$ cat src/design/rau_pkg.sv
// shared constants, types and helper functions of the rational arithmetic unit
package rau_pkg;

  localparam int WORD_BITS = 32;
  localparam int MAG_W     = 64;
  localparam int CNT_W     = 6;

  // largest magnitude a negative word may hold
  localparam logic [MAG_W-1:0] MAG_LIM = 64'd1 << (WORD_BITS - 1);

  // operation codes
  localparam logic [2:0] OP_ADD   = 3'd0;
  localparam logic [2:0] OP_SUB   = 3'd1;
  localparam logic [2:0] OP_MUL   = 3'd2;
  localparam logic [2:0] OP_DIV   = 3'd3;
  localparam logic [2:0] OP_CMP   = 3'd4;
  localparam logic [2:0] OP_SPLIT = 3'd5;

  // status codes
  localparam logic [1:0] ST_OK   = 2'd0;
  localparam logic [1:0] ST_DIVZ = 2'd1;
  localparam logic [1:0] ST_OVF  = 2'd2;

  // compare codes
  localparam logic [1:0] ORD_LT = 2'd0;
  localparam logic [1:0] ORD_EQ = 2'd1;
  localparam logic [1:0] ORD_GT = 2'd2;

  // multiplier step indexes
  localparam logic [1:0] MSTEP_0 = 2'd0;
  localparam logic [1:0] MSTEP_1 = 2'd1;
  localparam logic [1:0] MSTEP_2 = 2'd2;

  typedef enum logic [12:0] {
    S_IDLE  = 13'b0000000000001,
    S_PREP  = 13'b0000000000010,
    S_MUL0  = 13'b0000000000100,
    S_MUL1  = 13'b0000000001000,
    S_MUL2  = 13'b0000000010000,
    S_MUL3  = 13'b0000000100000,
    S_SINIT = 13'b0000001000000,
    S_SDIV  = 13'b0000010000000,
    S_GINIT = 13'b0000100000000,
    S_GCD   = 13'b0001000000000,
    S_DINIT = 13'b0010000000000,
    S_DIV   = 13'b0100000000000,
    S_EMIT  = 13'b1000000000000
  } state_t;

  // commands from controller to datapath
  typedef struct packed {
    logic       load;
    logic       mul_en;
    logic [1:0] mul_step;
    logic       acc_en;
    logic [1:0] acc_step;
    logic       split_init;
    logic       gcd_init;
    logic       gcd_step;
    logic       div_init;
    logic       div_step;
    logic       emit;
  } cmd_t;

  // status from datapath to controller
  typedef struct packed {
    logic early;
    logic is_cmp;
    logic is_split;
    logic gcd_done;
    logic div_last;
    logic out_free;
  } stat_t;

  // restoring divider state: quotient register holds the dividend on entry
  typedef struct packed {
    logic [MAG_W-1:0] rem;
    logic [MAG_W-1:0] quo;
  } div_t;

  // one restoring division step
  function automatic div_t div_iter(div_t s, logic [MAG_W-1:0] dv);
    logic [MAG_W:0] t;
    div_t           r;
    t = {s.rem, s.quo[MAG_W-1]};
    if (t >= {1'b0, dv}) begin
      t     = t - {1'b0, dv};
      r.quo = {s.quo[MAG_W-2:0], 1'b1};
    end else begin
      r.quo = {s.quo[MAG_W-2:0], 1'b0};
    end
    r.rem = t[MAG_W-1:0];
    return r;
  endfunction

endpackage

$ cat src/design/rau_ctrl.sv
// controller state machine sequencing multiply, divide, gcd and result phases
module rau_ctrl import rau_pkg::*; (
  input  logic  clk,
  input  logic  rst_n,
  input  logic  in_valid,
  output logic  in_ready,
  input  stat_t stat,
  output cmd_t  cmd
);

  state_t state_r, state_nxt;

  // state register
  always_ff @(posedge clk) begin
    if (!rst_n) begin
      state_r <= S_IDLE;
    end else begin
      state_r <= state_nxt;
    end
  end

  assign in_ready = (state_r == S_IDLE);

  // next state and commands
  always_comb begin
    state_nxt = state_r;
    cmd       = '0;
    case (state_r)
      S_IDLE: begin
        if (in_valid) begin
          cmd.load  = 1'b1;
          state_nxt = S_PREP;
        end
      end
      S_PREP: begin
        if (stat.early) begin
          state_nxt = S_EMIT;
        end else if (stat.is_split) begin
          state_nxt = S_SINIT;
        end else begin
          state_nxt = S_MUL0;
        end
      end
      S_MUL0: begin
        cmd.mul_en   = 1'b1;
        cmd.mul_step = MSTEP_0;
        state_nxt    = S_MUL1;
      end
      S_MUL1: begin
        cmd.mul_en   = 1'b1;
        cmd.mul_step = MSTEP_1;
        cmd.acc_en   = 1'b1;
        cmd.acc_step = MSTEP_0;
        state_nxt    = S_MUL2;
      end
      S_MUL2: begin
        cmd.mul_en   = 1'b1;
        cmd.mul_step = MSTEP_2;
        cmd.acc_en   = 1'b1;
        cmd.acc_step = MSTEP_1;
        state_nxt    = S_MUL3;
      end
      S_MUL3: begin
        cmd.acc_en   = 1'b1;
        cmd.acc_step = MSTEP_2;
        state_nxt    = stat.is_cmp ? S_EMIT : S_GINIT;
      end
      S_SINIT: begin
        cmd.split_init = 1'b1;
        state_nxt      = S_SDIV;
      end
      S_SDIV: begin
        cmd.div_step = 1'b1;
        if (stat.div_last) begin
          state_nxt = S_GINIT;
        end
      end
      S_GINIT: begin
        cmd.gcd_init = 1'b1;
        state_nxt    = S_GCD;
      end
      S_GCD: begin
        if (stat.gcd_done) begin
          state_nxt = S_DINIT;
        end else begin
          cmd.gcd_step = 1'b1;
        end
      end
      S_DINIT: begin
        cmd.div_init = 1'b1;
        state_nxt    = S_DIV;
      end
      S_DIV: begin
        cmd.div_step = 1'b1;
        if (stat.div_last) begin
          state_nxt = S_EMIT;
        end
      end
      S_EMIT: begin
        if (stat.out_free) begin
          cmd.emit  = 1'b1;
          state_nxt = S_IDLE;
        end
      end
      default: begin
        state_nxt = S_IDLE;
      end
    endcase
  end

endmodule

$ cat config.mk
export PLATFORM = sky130hd
export DESIGN_NAME = rau_ctrl
export DESIGN_NICKNAME = d
export VERILOG_FILES = /design/src/design/rau_pkg.sv /design/src/design/rau_ctrl.sv
export SDC_FILE = /design/constraint.sdc
export NUM_CORES = 1
export LEC_CHECK = 0
export BUFFER_PORTS_ARGS = -buffer_cell sky130_fd_sc_hd__buf_4
export CAP_MARGIN = 20
export CORE_MARGIN = 4
export CORE_UTILIZATION = 35
export DETAILED_ROUTE_END_ITERATION = 8
export HOLD_SLACK_MARGIN = 0.03
export PLACE_DENSITY = 0.7
export SKIP_CTS_REPAIR_TIMING = 1
export SLEW_MARGIN = 20
export SYNTH_ARGS = -nofsm -noshare
export SYNTH_HDL_FRONTEND = slang
export SYNTH_SLANG_ARGS = --single-unit
$ cat constraint.sdc
create_clock -name clk -period 2.1 [get_ports clk]
set_input_delay 0.42 -clock clk [delete_from_list [all_inputs] [get_ports clk]]
set_output_delay 0.42 -clock clk [all_outputs]
set_load 0.005 [all_outputs]
==> summary.txt, run 1 <==
Status
  • Run status: finished, violations left
  • Failing checks: negative setup slack

Place
  • Buffers on Ports: 22
  • Routability Congestion: 0.9283
  • Area after DPL: 0.001318 mm2
  • Post-DP HPWL: 2.159 mm
  • Post-Place Worst Slack: -0.1096 ns

Floorplanning
  • Starting Density: 37.72%
  • Num ports: 23
  • Cell Rows: 18
  • Area of the die: 0.003672 mm2
  • Total core area: 0.002567 mm2
  • DIE WIDTH: 60.60 um
  • Die Ht: 60.60 um

Setup path
  • Arrival @ worst endpoint: 2.11 ns
  • Top cell family by delay on the critical path: simple AND/OR/NAND/NOR gates
  • Critical path's slowest cell: or3b_4
  • Crit end category: primary output
  • Largest stage delay, worst path: 0.41 ns
  • Worst-path cell chain: nor4_4 > nand3_2 > or3_4 > or3b_4 > o31ai_4 > buf_4
  • Worst path depth: 6
  • Maximum fanout along the worst path: 3
  • Setup Crit Path Kind: register to primary output
  • CP required: 1.68 ns
  • Worst reg2reg path depth: 7
  • Worst R2R Start: state_r[3]
  • Bufs and invs on worst path: 1
  • Crit start category: register
  • Critical Path Start: state_r[10]

Timing
  • Worst Max-Slew Pin Slew: 0.3934 ns
  • Endpoints failing hold: 0
  • Slew HR: 73.53%
  • Fin worst setup slack: -0.4251 ns
  • Final min period: 2.525 ns
  • Worst clock skew: 0.0007184 ns
  • Final Setup Violations: 13
  • Setup TNS: -2.813 ns
  • F_max: 396.0 MHz
  • Crit share post-route: 120.2%
  • Slew Limit Fails: 0
  • RSZ-0062 raised after global routing: yes
  • Fin Hold WS: 0.2872 ns

Cells and area
  • Register name with the most flops: state_r
  • Top Registers: state_r: 13 flops
  • Post-layout util: 58.38%
  • Antenna Diode Count: 0
  • Area growth syn-to-layout: 54.78%
  • Final Instance Area: 0.001499 mm2
  • Final nets: 166
  • # fillers: 234
  • Largest register FFs: 13
  • Share of cells above drive strength 1: 52.56%

GRT
  • Vias in the first global route: 1032
  • First-pass GRT wire length: 4.816 mm
  • Largest net degree at the start of global routing: 10
  • Tot GR Track Use: 17.49%
  • GR Overflow Total: 0
  • Antenna violations before repair: 0

Logic synthesis
  • Syn_nets: 120
  • Synth Instances: 111
  • Synthesized area: 968.4 um2
  • XOR/XNOR Fraction of Synth Area: 5.426%
  • Syn avg cell area: 8.725 um2
  • Yosys synthesis warning count: 0
  • Largest family of logic cells by synthesized area: simple AND/OR/NAND/NOR gates
  • Adder-Cell Fraction of Synth Area: 0%
  • Post-Synth Simple-Gate Area: 45.74%
  • Unique masters post-synth: 44
  • Synth Area in Compound Gates: 12.14%
  • Mux contribution to synthesized area: 2.067%
  • Seq/Total Area, Yosys: 26.87%
  • Number of synthesized register bits: 13

Clocking
  • CTS root buf: clkbuf_4
  • Number of levels in the clock H-tree: 1
  • Clock buffer count from CTS: 3
  • CTS tree: yes
  • Clock transition at the registers of the reported paths: 0.08 ns
  • Clock Tree Buf Depth: 2
  • Worst skew pair latency: 0.28 ns
  • TritonCTS Sinks: 13

Run
  • Max Cap Viol: 0

Hold path
  • Worst Hold Depth: 2
  • Hold crit path type: input port to register
  • Hold Startpoint: stat[3]

Power
  • LEAKAGE: 0.6547 nW
  • VDD IR max: 0.0003459 V
  • Power per cell area: 559.8 mW/mm2

Routing
  • Post-route ant nets: 0
  • Initial detailed-routing violation count: 30
  • Final WL: 3.063 mm
  • Via count: 1059
  • DRT Pass-1 Iters: 4
  • DRC: 0
  • Vias per cell: 5.694
  • Drt wl/cell: 16.47 um
[metal layers]
layer	part of all wire, %	global-route usage [%]	vias up
met3	5.7	2.766	4
li1	-	-	503
met1	43	23.23	519
met4	1.2	7.121	0
met5	0	0	-
met2	50	28.24	33
[synth_stat cells, drive strengths merged]
cell / count / area [um2]
dfxtp: 13 / 260.3
nor2: 11 / 41.29
buf: 9 / 60.06
nor4: 8 / 90.09
o21a: 6 / 45.04
nor3: 5 / 30.03
xnor2: 5 / 43.79
nand3: 4 / 20.02
nor3b: 4 / 30.03
nor4b: 4 / 41.29
and2: 3 / 18.77
inv: 3 / 11.26
nand2: 3 / 11.26
o21ai: 3 / 15.01
or3: 3 / 18.77
or4: 3 / 30.03
and4b: 2 / 20.02
mux2i: 2 / 20.02
nor4bb: 2 / 20.02
a21bo: 1 / 10.01
a21boi: 1 / 7.510
a21oi: 1 / 5.000
a311o: 1 / 10.01
a32oi: 1 / 8.760
and3: 1 / 6.260
and3b: 1 / 8.760
clkbuf: 1 / 3.750
nand3b: 1 / 7.510
nand4: 1 / 6.260
nand4b: 1 / 8.760
nor2b: 1 / 6.260
o31ai: 1 / 7.510
o41ai: 1 / 8.760
or2: 1 / 6.260
or3b: 1 / 11.26
or4b: 1 / 10.01
xor2: 1 / 8.760
[report_power, final]
group	total [mW]	internal (mW)	switching, mW	leakage [nW]
combinational	0.408	0.216	0.192	0.532
sequential	0.268	0.260	0.00820	0.108
clock	0.163	0.0739	0.0893	0.0150
total	0.839	0.549	0.290	0.655
[path summary, 6_finish.rpt]
kind                                    end  slack (ns)
worst min register to register   state_r[3]        0.61
worst max register to register  state_r[12]        0.05
worst min-delay path             state_r[2]        0.29
worst max-delay path                 cmd[8]       -0.43
[cell usage in the layout (no fill, tap or decap), types with 2 or more instances in the layout]
| cell | n |
|---|---|
| buf_6 | 7 |
| and4b_1 | 2 |
| nor3b_1 | 2 |
| dfxtp_2 | 3 |
| and2_1 | 2 |
| nand2_1 | 3 |
| dfxtp_1 | 8 |
| nand3_1 | 2 |
| buf_4 | 44 |
| nand3_2 | 2 |
| nor4_2 | 3 |
| mux2i_1 | 2 |
| nor3b_2 | 2 |
| nor4_1 | 2 |
| nor4b_1 | 3 |
| dfxtp_4 | 2 |
| o21a_1 | 6 |
| or4_4 | 3 |
| o21ai_0 | 2 |
| nor3_1 | 3 |
| or3_1 | 2 |
| nor2_1 | 11 |
| xnor2_1 | 5 |
| inv_1 | 3 |
| clkbuf_4 | 3 |
| nor4_4 | 3 |
[worst register-to-register path, cell delays in order (launching register included)]
cell and delay [ns]:
dfxtp_1 0.32, or4_4 0.54, buf_6 0.15, nor4_4 0.28, buf_4 0.16, a32oi_1 0.04, or3_1 0.33, a21boi_1 0.14
[metrics by stage]
step	std cells	total power, mW
final	186	0.8391
after global placement	178	0.6059
after floorplan	111	0.4826
after global routing	186	0.8904
after detailed placement	178	0.6084
after CTS	182	0.7730
[kinds of logic after synthesis]
| group | count (synthesis) |
|---|---|
| compound gates | 16 |
| xor+xnor | 6 |
| buf+inv | 13 |
| flops | 13 |
| mux | 2 |
| simple gates | 61 |
[area by class of cell]
class                   instances  area [um2]  area share [%]
inverters                       3       11.26          0.7513
well taps                      30       37.54           2.504
multi-input cells              85       743.2           49.58
clock buffers                   4       26.28           1.753
repair buffers                 51       409.1           27.30
flip-flops and latches         13       271.5           18.11
Power figures use the tool's default switching activity.
==> run 2, diff against run 1 <==
CTS_BUF_LIST = sky130_fd_sc_hd__clkbuf_4 sky130_fd_sc_hd__clkbuf_8   (was default)
==> run 2 against run 1 <==
The run still ends with negative setup slack left. Combinational power about the same. Final cell count unchanged. Worst setup slack better by 0.0093 ns. First-iteration DRC count up 33%. Utilization up 0.15 points. Via count up 0.57%. Non-clock buffer count unchanged. Worst hold slack better by 0.0011 ns. Register-to-register slack about the same. Critical path depth unchanged. Clock-buffer cell count unchanged. Highest routed layer unchanged. Sequential share of layout area about the same. Largest cell class unchanged.
==> summary.txt, run 2 (same netlist as run 1, synthesis figures left out) <==
Timing
  • Final Setup Violations: 13 (unchanged)
  • Endpoints failing hold: 0 (unchanged)
  • Fin worst setup slack: -0.4158 ns (was -0.4251 ns)
  • F_max: 397.5 MHz (was 396.0 MHz)
  • Slew HR: 73.24% (was 73.53%)
  • RSZ-0062 raised after global routing: yes (unchanged)
  • Worst clock skew: 0.0008747 ns (was 0.0007184 ns)
  • Setup TNS: -2.721 ns (was -2.813 ns)
  • Crit share post-route: 119.8% (was 120.2%)
  • Slew Limit Fails: 0 (unchanged)
  • Fin Hold WS: 0.2883 ns (was 0.2872 ns)
  • Worst Max-Slew Pin Slew: 0.3978 ns (was 0.3934 ns)
  • Final min period: 2.516 ns (was 2.525 ns)

Routing
  • Drt wl/cell: 16.23 um (was 16.47 um)
  • Final WL: 3.019 mm (was 3.063 mm)
  • Vias per cell: 5.726 (was 5.694)
  • Initial detailed-routing violation count: 40 (was 30)
  • Via count: 1065 (was 1059)
  • Post-route ant nets: 0 (unchanged)
  • DRT Pass-1 Iters: 4 (unchanged)
  • DRC: 0 (unchanged)

Clocking
  • Number of levels in the clock H-tree: 1 (unchanged)
  • Worst skew pair latency: 0.28 ns (about the same)
  • TritonCTS Sinks: 13 (unchanged)
  • Clock buffer count from CTS: 3 (unchanged)
  • CTS tree: yes (unchanged)
  • CTS root buf: clkbuf_4 (unchanged)
  • Clock transition at the registers of the reported paths: 0.08 ns (about the same)
  • Clock Tree Buf Depth: 2 (unchanged)

Place
  • Routability Congestion: 0.9283 (unchanged)
  • Placed Cells: 178 (unchanged)
  • Post-DP HPWL: 2.159 mm (unchanged)
  • Buffers on Ports: 22 (unchanged)

Hold path
  • Worst hold endpoint: state_r[2] (unchanged)
  • Worst Hold Depth: 2 (unchanged)
  • Hold Startpoint: stat[3] (unchanged)
  • Hold crit path type: input port to register (unchanged)

Setup path
  • Setup Crit Path Kind: register to primary output (unchanged)
  • Arrival @ worst endpoint: 2.10 ns (was 2.11 ns)
  • Critical Path Start: state_r[10] (unchanged)
  • Reg2Reg Setup Slack: 0.05 ns (about the same)
  • CP required: 1.68 ns (about the same)
  • Crit end category: primary output (unchanged)
  • Worst R2R Start: state_r[3] (unchanged)
  • Bufs and invs on worst path: 1 (unchanged)
  • Critical path's slowest cell: or3b_4 (unchanged)
  • Reg2Reg Capture Point: state_r[12] (unchanged)
  • Worst-path cell chain: nor4_4 > nand3_2 > or3_4 > or3b_4 > o31ai_4 > buf_4 (unchanged)
  • Largest stage delay, worst path: 0.41 ns (about the same)
  • Crit start category: register (unchanged)
  • Maximum fanout along the worst path: 3 (unchanged)
  • Top cell family by delay on the critical path: simple AND/OR/NAND/NOR gates (unchanged)
  • Worst reg2reg path depth: 7 (unchanged)

GRT
  • Largest net degree at the start of global routing: 10 (unchanged)
  • Antenna violations before repair: 0 (unchanged)
  • GR Overflow Total: 0 (unchanged)
  • First-pass GRT wire length: 4.816 mm (unchanged)
  • Tot GR Track Use: 17.49% (unchanged)
  • Vias in the first global route: 1032 (unchanged)

Floorplanning
  • Total core area: 0.002567 mm2 (unchanged)
  • Area of the die: 0.003672 mm2 (unchanged)
  • Num ports: 23 (unchanged)
  • Cell Rows: 18 (unchanged)
  • DIE WIDTH: 60.60 um (unchanged)
  • Starting Density: 37.72% (unchanged)
  • Die Ht: 60.60 um (unchanged)

Power
  • VDD IR max: 0.0003380 V (was 0.0003459 V)
  • Power per cell area: 565.9 mW/mm2 (was 559.8 mW/mm2)
  • LEAKAGE: 0.6581 nW (was 0.6547 nW)
  • Tot Pwr: 0.8504 mW (was 0.8391 mW)

Cells and area
  • Top Registers: state_r: 13 flops (unchanged)
  • # fillers: 233 (was 234)
  • Area growth syn-to-layout: 55.17% (was 54.78%)
  • Antenna Diode Count: 0 (unchanged)
  • Final Non-Filler Cells: 186 (unchanged)
  • Share of cells above drive strength 1: 53.21% (was 52.56%)
  • Largest register FFs: 13 (unchanged)
  • Commonest non-fill, non-tap cell in the layout: buf_4 (unchanged)
  • Commonest non-fill, non-tap cells in the layout: 44 x buf_4, 11 x nor2_1, 8 x dfxtp_1 (unchanged)
  • Final nets: 166 (unchanged)
  • Register name with the most flops: state_r (unchanged)

Run
  • Max Cap Viol: 0 (unchanged)

Status
  • Run status: finished, violations left (unchanged)
  • Failing checks: negative setup slack (unchanged)
run 2: worst reg2reg max path, delay by kind of cell (launching register included):
| family | cells | cell delay, ns |
|---|---|---|
| AO/OA/AOI/OAI | 2 | 0.18 |
| AND/OR/NAND/NOR | 3 | 1.16 |
| buffers and inverters | 2 | 0.31 |
| flip-flops | 1 | 0.32 |
run 2: worst max path at each step:
stage / slack [ns] / cells past startpoint / endpoint
2_1_floorplan: -0.03 / 4 / cmd[8]
3_3_place_gp: -0.05 / 6 / cmd[8]
3_5_place_dp: -0.11 / 6 / cmd[8]
4_1_cts: -0.44 / 6 / cmd[8]
5_1_grt: -0.48 / 6 / cmd[8]
6_report: -0.42 / 6 / cmd[8]
run 2: cell type report:
| type | instances | area [um2] | area share, % |
|---|---|---|---|
| Multi-Input combinational cell | 85 | 743.2 | 49.46 |
| Timing Repair Buffer | 51 | 409.1 | 27.23 |
| Inverter | 3 | 11.26 | 0.7494 |
| Tap cell | 30 | 37.54 | 2.498 |
| Sequential cell | 13 | 271.5 | 18.07 |
| Clock buffer | 4 | 30.03 | 1.998 |
run 2: power by group:
group	internal (mW)	switching (mW)
registers	0.260	0.00804
clock network	0.0868	0.0877
logic	0.216	0.192
total	0.562	0.288
run 2: stage by stage:
| stage | setup WS (ns) | util (%) | cell area, um2 |
|---|---|---|---|
| 6_report | -0.4158 | 58.53 | 1503 |
| 4_1_cts | -0.4440 | 52.49 | 1348 |
| 5_1_grt | -0.4842 | 58.53 | 1503 |
| 2_1_floorplan | -0.02711 | - | 991.0 |
| 3_5_place_dp | -0.1096 | 51.32 | 1318 |
| 3_3_place_gp | -0.04963 | 51.32 | 1318 |
run 2: metal layers:
layer / GRT usage [%] / vias to the layer above / share of wire (%)
met4: 7.121 / 0 / 1.3
met1: 23.23 / 523 / 43
met3: 2.766 / 4 / 5.5
li1: - / 507 / -
met2: 28.24 / 31 / 50
met5: 0 / - / 0
==> run 3, diff against run 2 <==
==> constraint.sdc (replaced) <==
create_clock -name clk -period 2.1 [get_ports clk]
set_input_delay 0 -clock clk [delete_from_list [all_inputs] [get_ports clk]]
set_output_delay 0 -clock clk [all_outputs]
set_load 0.005 [all_outputs]
==> run 3 against run 2 <==
The flow still finishes with violations (negative setup slack). Combinational power shrank 24%. Clock-buffer cell count decreased by 1. Via count down 8.3%. Largest power group unchanged. Sequential cell count unchanged. Utilization shrank 7.0 points. Maximum frequency grew 18%. Global-route usage down 2.9 points. Total power shrank 9.5%. Register-to-register slack better by 0.03 ns. Final cell count decreased by 7.0%. Non-clock buffer count decreased by 13. First-iteration DRC count fell by 28%.
==> summary.txt, run 3 (same netlist as run 1, synthesis figures left out) <==
Power
  • Tot Pwr: 0.7698 mW (was 0.8504 mW)
  • Power per cell area: 582.1 mW/mm2 (was 565.9 mW/mm2)
  • VDD IR max: 0.0003410 V (was 0.0003380 V)
  • LEAKAGE: 0.5610 nW (was 0.6581 nW)

Timing
  • Endpoints failing hold: 0 (unchanged)
  • Worst clock skew: 0.009993 ns (was 0.0008747 ns)
  • RSZ-0062 raised after global routing: yes (unchanged)
  • Worst Max-Slew Pin Slew: 0.4400 ns (was 0.3978 ns)
  • Fin worst setup slack: -0.03283 ns (was -0.4158 ns)
  • Slew Limit Fails: 0 (unchanged)
  • Final min period: 2.133 ns (was 2.516 ns)
  • Setup TNS: -0.03283 ns (was -2.721 ns)
  • Slew HR: 70.39% (was 73.24%)
  • F_max: 468.9 MHz (was 397.5 MHz)
  • Final Setup Violations: 1 (was 13)
  • Crit share post-route: 101.6% (was 119.8%)

Place
  • Post-DP HPWL: 1.895 mm (was 2.159 mm)
  • Area after DPL: 0.001167 mm2 (was 0.001318 mm2)
  • Routability Congestion: 0.9081 (was 0.9283)
  • Buffers on Ports: 22 (unchanged)

Clocking
  • Clock transition at the registers of the reported paths: 0.10 ns (was 0.08 ns)
  • Number of levels in the clock H-tree: 1 (unchanged)
  • Worst skew pair latency: 0.30 ns (was 0.28 ns)
  • TritonCTS Sinks: 13 (unchanged)
  • Clock buffer count from CTS: 3 (unchanged)
  • CTS root buf: clkbuf_4 (unchanged)
  • Clock Tree Buf Depth: 2 (unchanged)
  • CTS tree: yes (unchanged)

Setup path
  • Critical path's slowest cell: or3b_4 (unchanged)
  • Arrival @ worst endpoint: 2.13 ns (was 2.10 ns)
  • Crit start category: register (unchanged)
  • CP required: 2.10 ns (was 1.68 ns)
  • Top cell family by delay on the critical path: simple AND/OR/NAND/NOR gates (unchanged)
  • Maximum fanout along the worst path: 6 (was 3)
  • Worst-path cell chain: nor4_4 > nand3_2 > or3_4 > or3b_4 > o31ai_2 > buf_4 (was nor4_4 > nand3_2 > or3_4 > or3b_4 > o31ai_4 > buf_4)
  • Crit end category: primary output (unchanged)
  • Largest stage delay, worst path: 0.40 ns (was 0.41 ns)
  • Setup Crit Path Kind: register to primary output (unchanged)
  • Bufs and invs on worst path: 1 (unchanged)

Routing
  • Drt wl/cell: 15.32 um (was 16.23 um)
  • Initial detailed-routing violation count: 29 (was 40)
  • DRT Pass-1 Iters: 4 (unchanged)
  • Via count: 977 (was 1065)
  • Vias per cell: 5.647 (was 5.726)
  • Post-route ant nets: 0 (unchanged)
  • DRC: 0 (unchanged)
  • Final WL: 2.651 mm (was 3.019 mm)

Floorplanning
  • Starting Density: 37.72% (unchanged)
  • Cell Rows: 18 (unchanged)
  • Num ports: 23 (unchanged)
  • Area of the die: 0.003672 mm2 (unchanged)
  • Total core area: 0.002567 mm2 (unchanged)
  • DIE WIDTH: 60.60 um (unchanged)
  • Die Ht: 60.60 um (unchanged)

Status
  • Run status: finished, violations left (unchanged)
  • Failing checks: negative setup slack (unchanged)

Cells and area
  • Largest register FFs: 13 (unchanged)
  • Area growth syn-to-layout: 36.56% (was 55.17%)
  • Commonest non-fill, non-tap cells in the layout: 35 x buf_4, 10 x nor2_1, 7 x dfxtp_1 (was 44 x buf_4, 11 x nor2_1, 8 x dfxtp_1)
  • Area of the multi-input gates: 680.7 um2 (was 743.2 um2)
  • Reg area: 272.8 um2 (was 271.5 um2)
  • # fillers: 241 (was 233)
  • Antenna Diode Count: 0 (unchanged)
  • Final nets: 153 (was 166)
  • Register name with the most flops: state_r (unchanged)
  • Final Instance Area: 0.001323 mm2 (was 0.001503 mm2)
  • Share of cells above drive strength 1: 43.36% (was 53.21%)
  • Top Registers: state_r: 13 flops (unchanged)
  • Commonest non-fill, non-tap cell in the layout: buf_4 (unchanged)

GRT
  • GR Overflow Total: 0 (unchanged)
  • Antenna violations before repair: 0 (unchanged)
  • Largest net degree at the start of global routing: 10 (unchanged)
  • First-pass GRT wire length: 3.946 mm (was 4.816 mm)
  • Vias in the first global route: 864 (was 1032)
  • Tot GR Track Use: 14.63% (was 17.49%)

Hold path
  • Hold crit path type: input port to register (unchanged)

Run
  • Max Cap Viol: 0 (unchanged)
==> run 3: changes by cell type in the layout (fill, tap and decap cells not counted), sizes merged <==
cell and delta:
buf -16, dlygate4sd3 +3, clkbuf -1, clkinv +1
==> run 3: final timing paths <==
| check | from | endpoint | slack, ns | depth (start not counted) |
|---|---|---|---|---|
| setup reg to reg | state_r[1] | state_r[12] | 0.08 | 6 |
| setup / recovery | state_r[10] | cmd[8] | -0.03 | 6 |
| hold / removal | stat[5] | state_r[6] | 0.03 | 3 |
| hold reg to reg | state_r[2] | state_r[3] | 0.56 | 1 |
==> run 3: where the power goes <==
part	internal, mW	switching, mW	leakage, nW
Sequential	0.259	0.0250	0.109
Combinational	0.168	0.142	0.435
Clock	0.0712	0.104	0.0177
Total	0.498	0.271	0.561
==> run 3: final cells by class <==
class / instances / share of cell area (%)
clock buffers: 3 / 1.703
clock inverters: 1 / 0.3784
inverters: 3 / 0.8515
multi-input cells: 85 / 51.47
flip-flops and latches: 13 / 20.62
well taps: 30 / 2.838
repair buffers: 38 / 22.14
==> run 3: layer usage <==
layer,GRT usage (%),vias to the layer above,share of wire [%]
met3,1.915,4,4.2
met4,10.53,0,2.3
met5,0,-,0
li1,-,477,-
met2,21.83,31,49
met1,19.26,465,45
==> run 3: per-stage QoR <==
stage | hold slack, ns | util [%] | cells | worst slack, ns
floorplan | 0.07154 | - | 111 | 0.2762
global placement | 0.1808 | 45.47 | 161 | 0.1646
detailed placement | 0.1733 | 45.47 | 161 | 0.1478
CTS | -0.1447 | 46.54 | 165 | -0.1877
global route | 0.07051 | 51.51 | 173 | -0.08791
finish | 0.03079 | 51.51 | 173 | -0.03283
==> run 3: worst reg2reg max path: cells and delay by family (launching register included) <==
kind,cells,cell delay [ns]
AO/OA/AOI/OAI,2,0.21
buffers and inverters,1,0.17
AND/OR/NAND/NOR,3,1.19
flip-flops,1,0.37
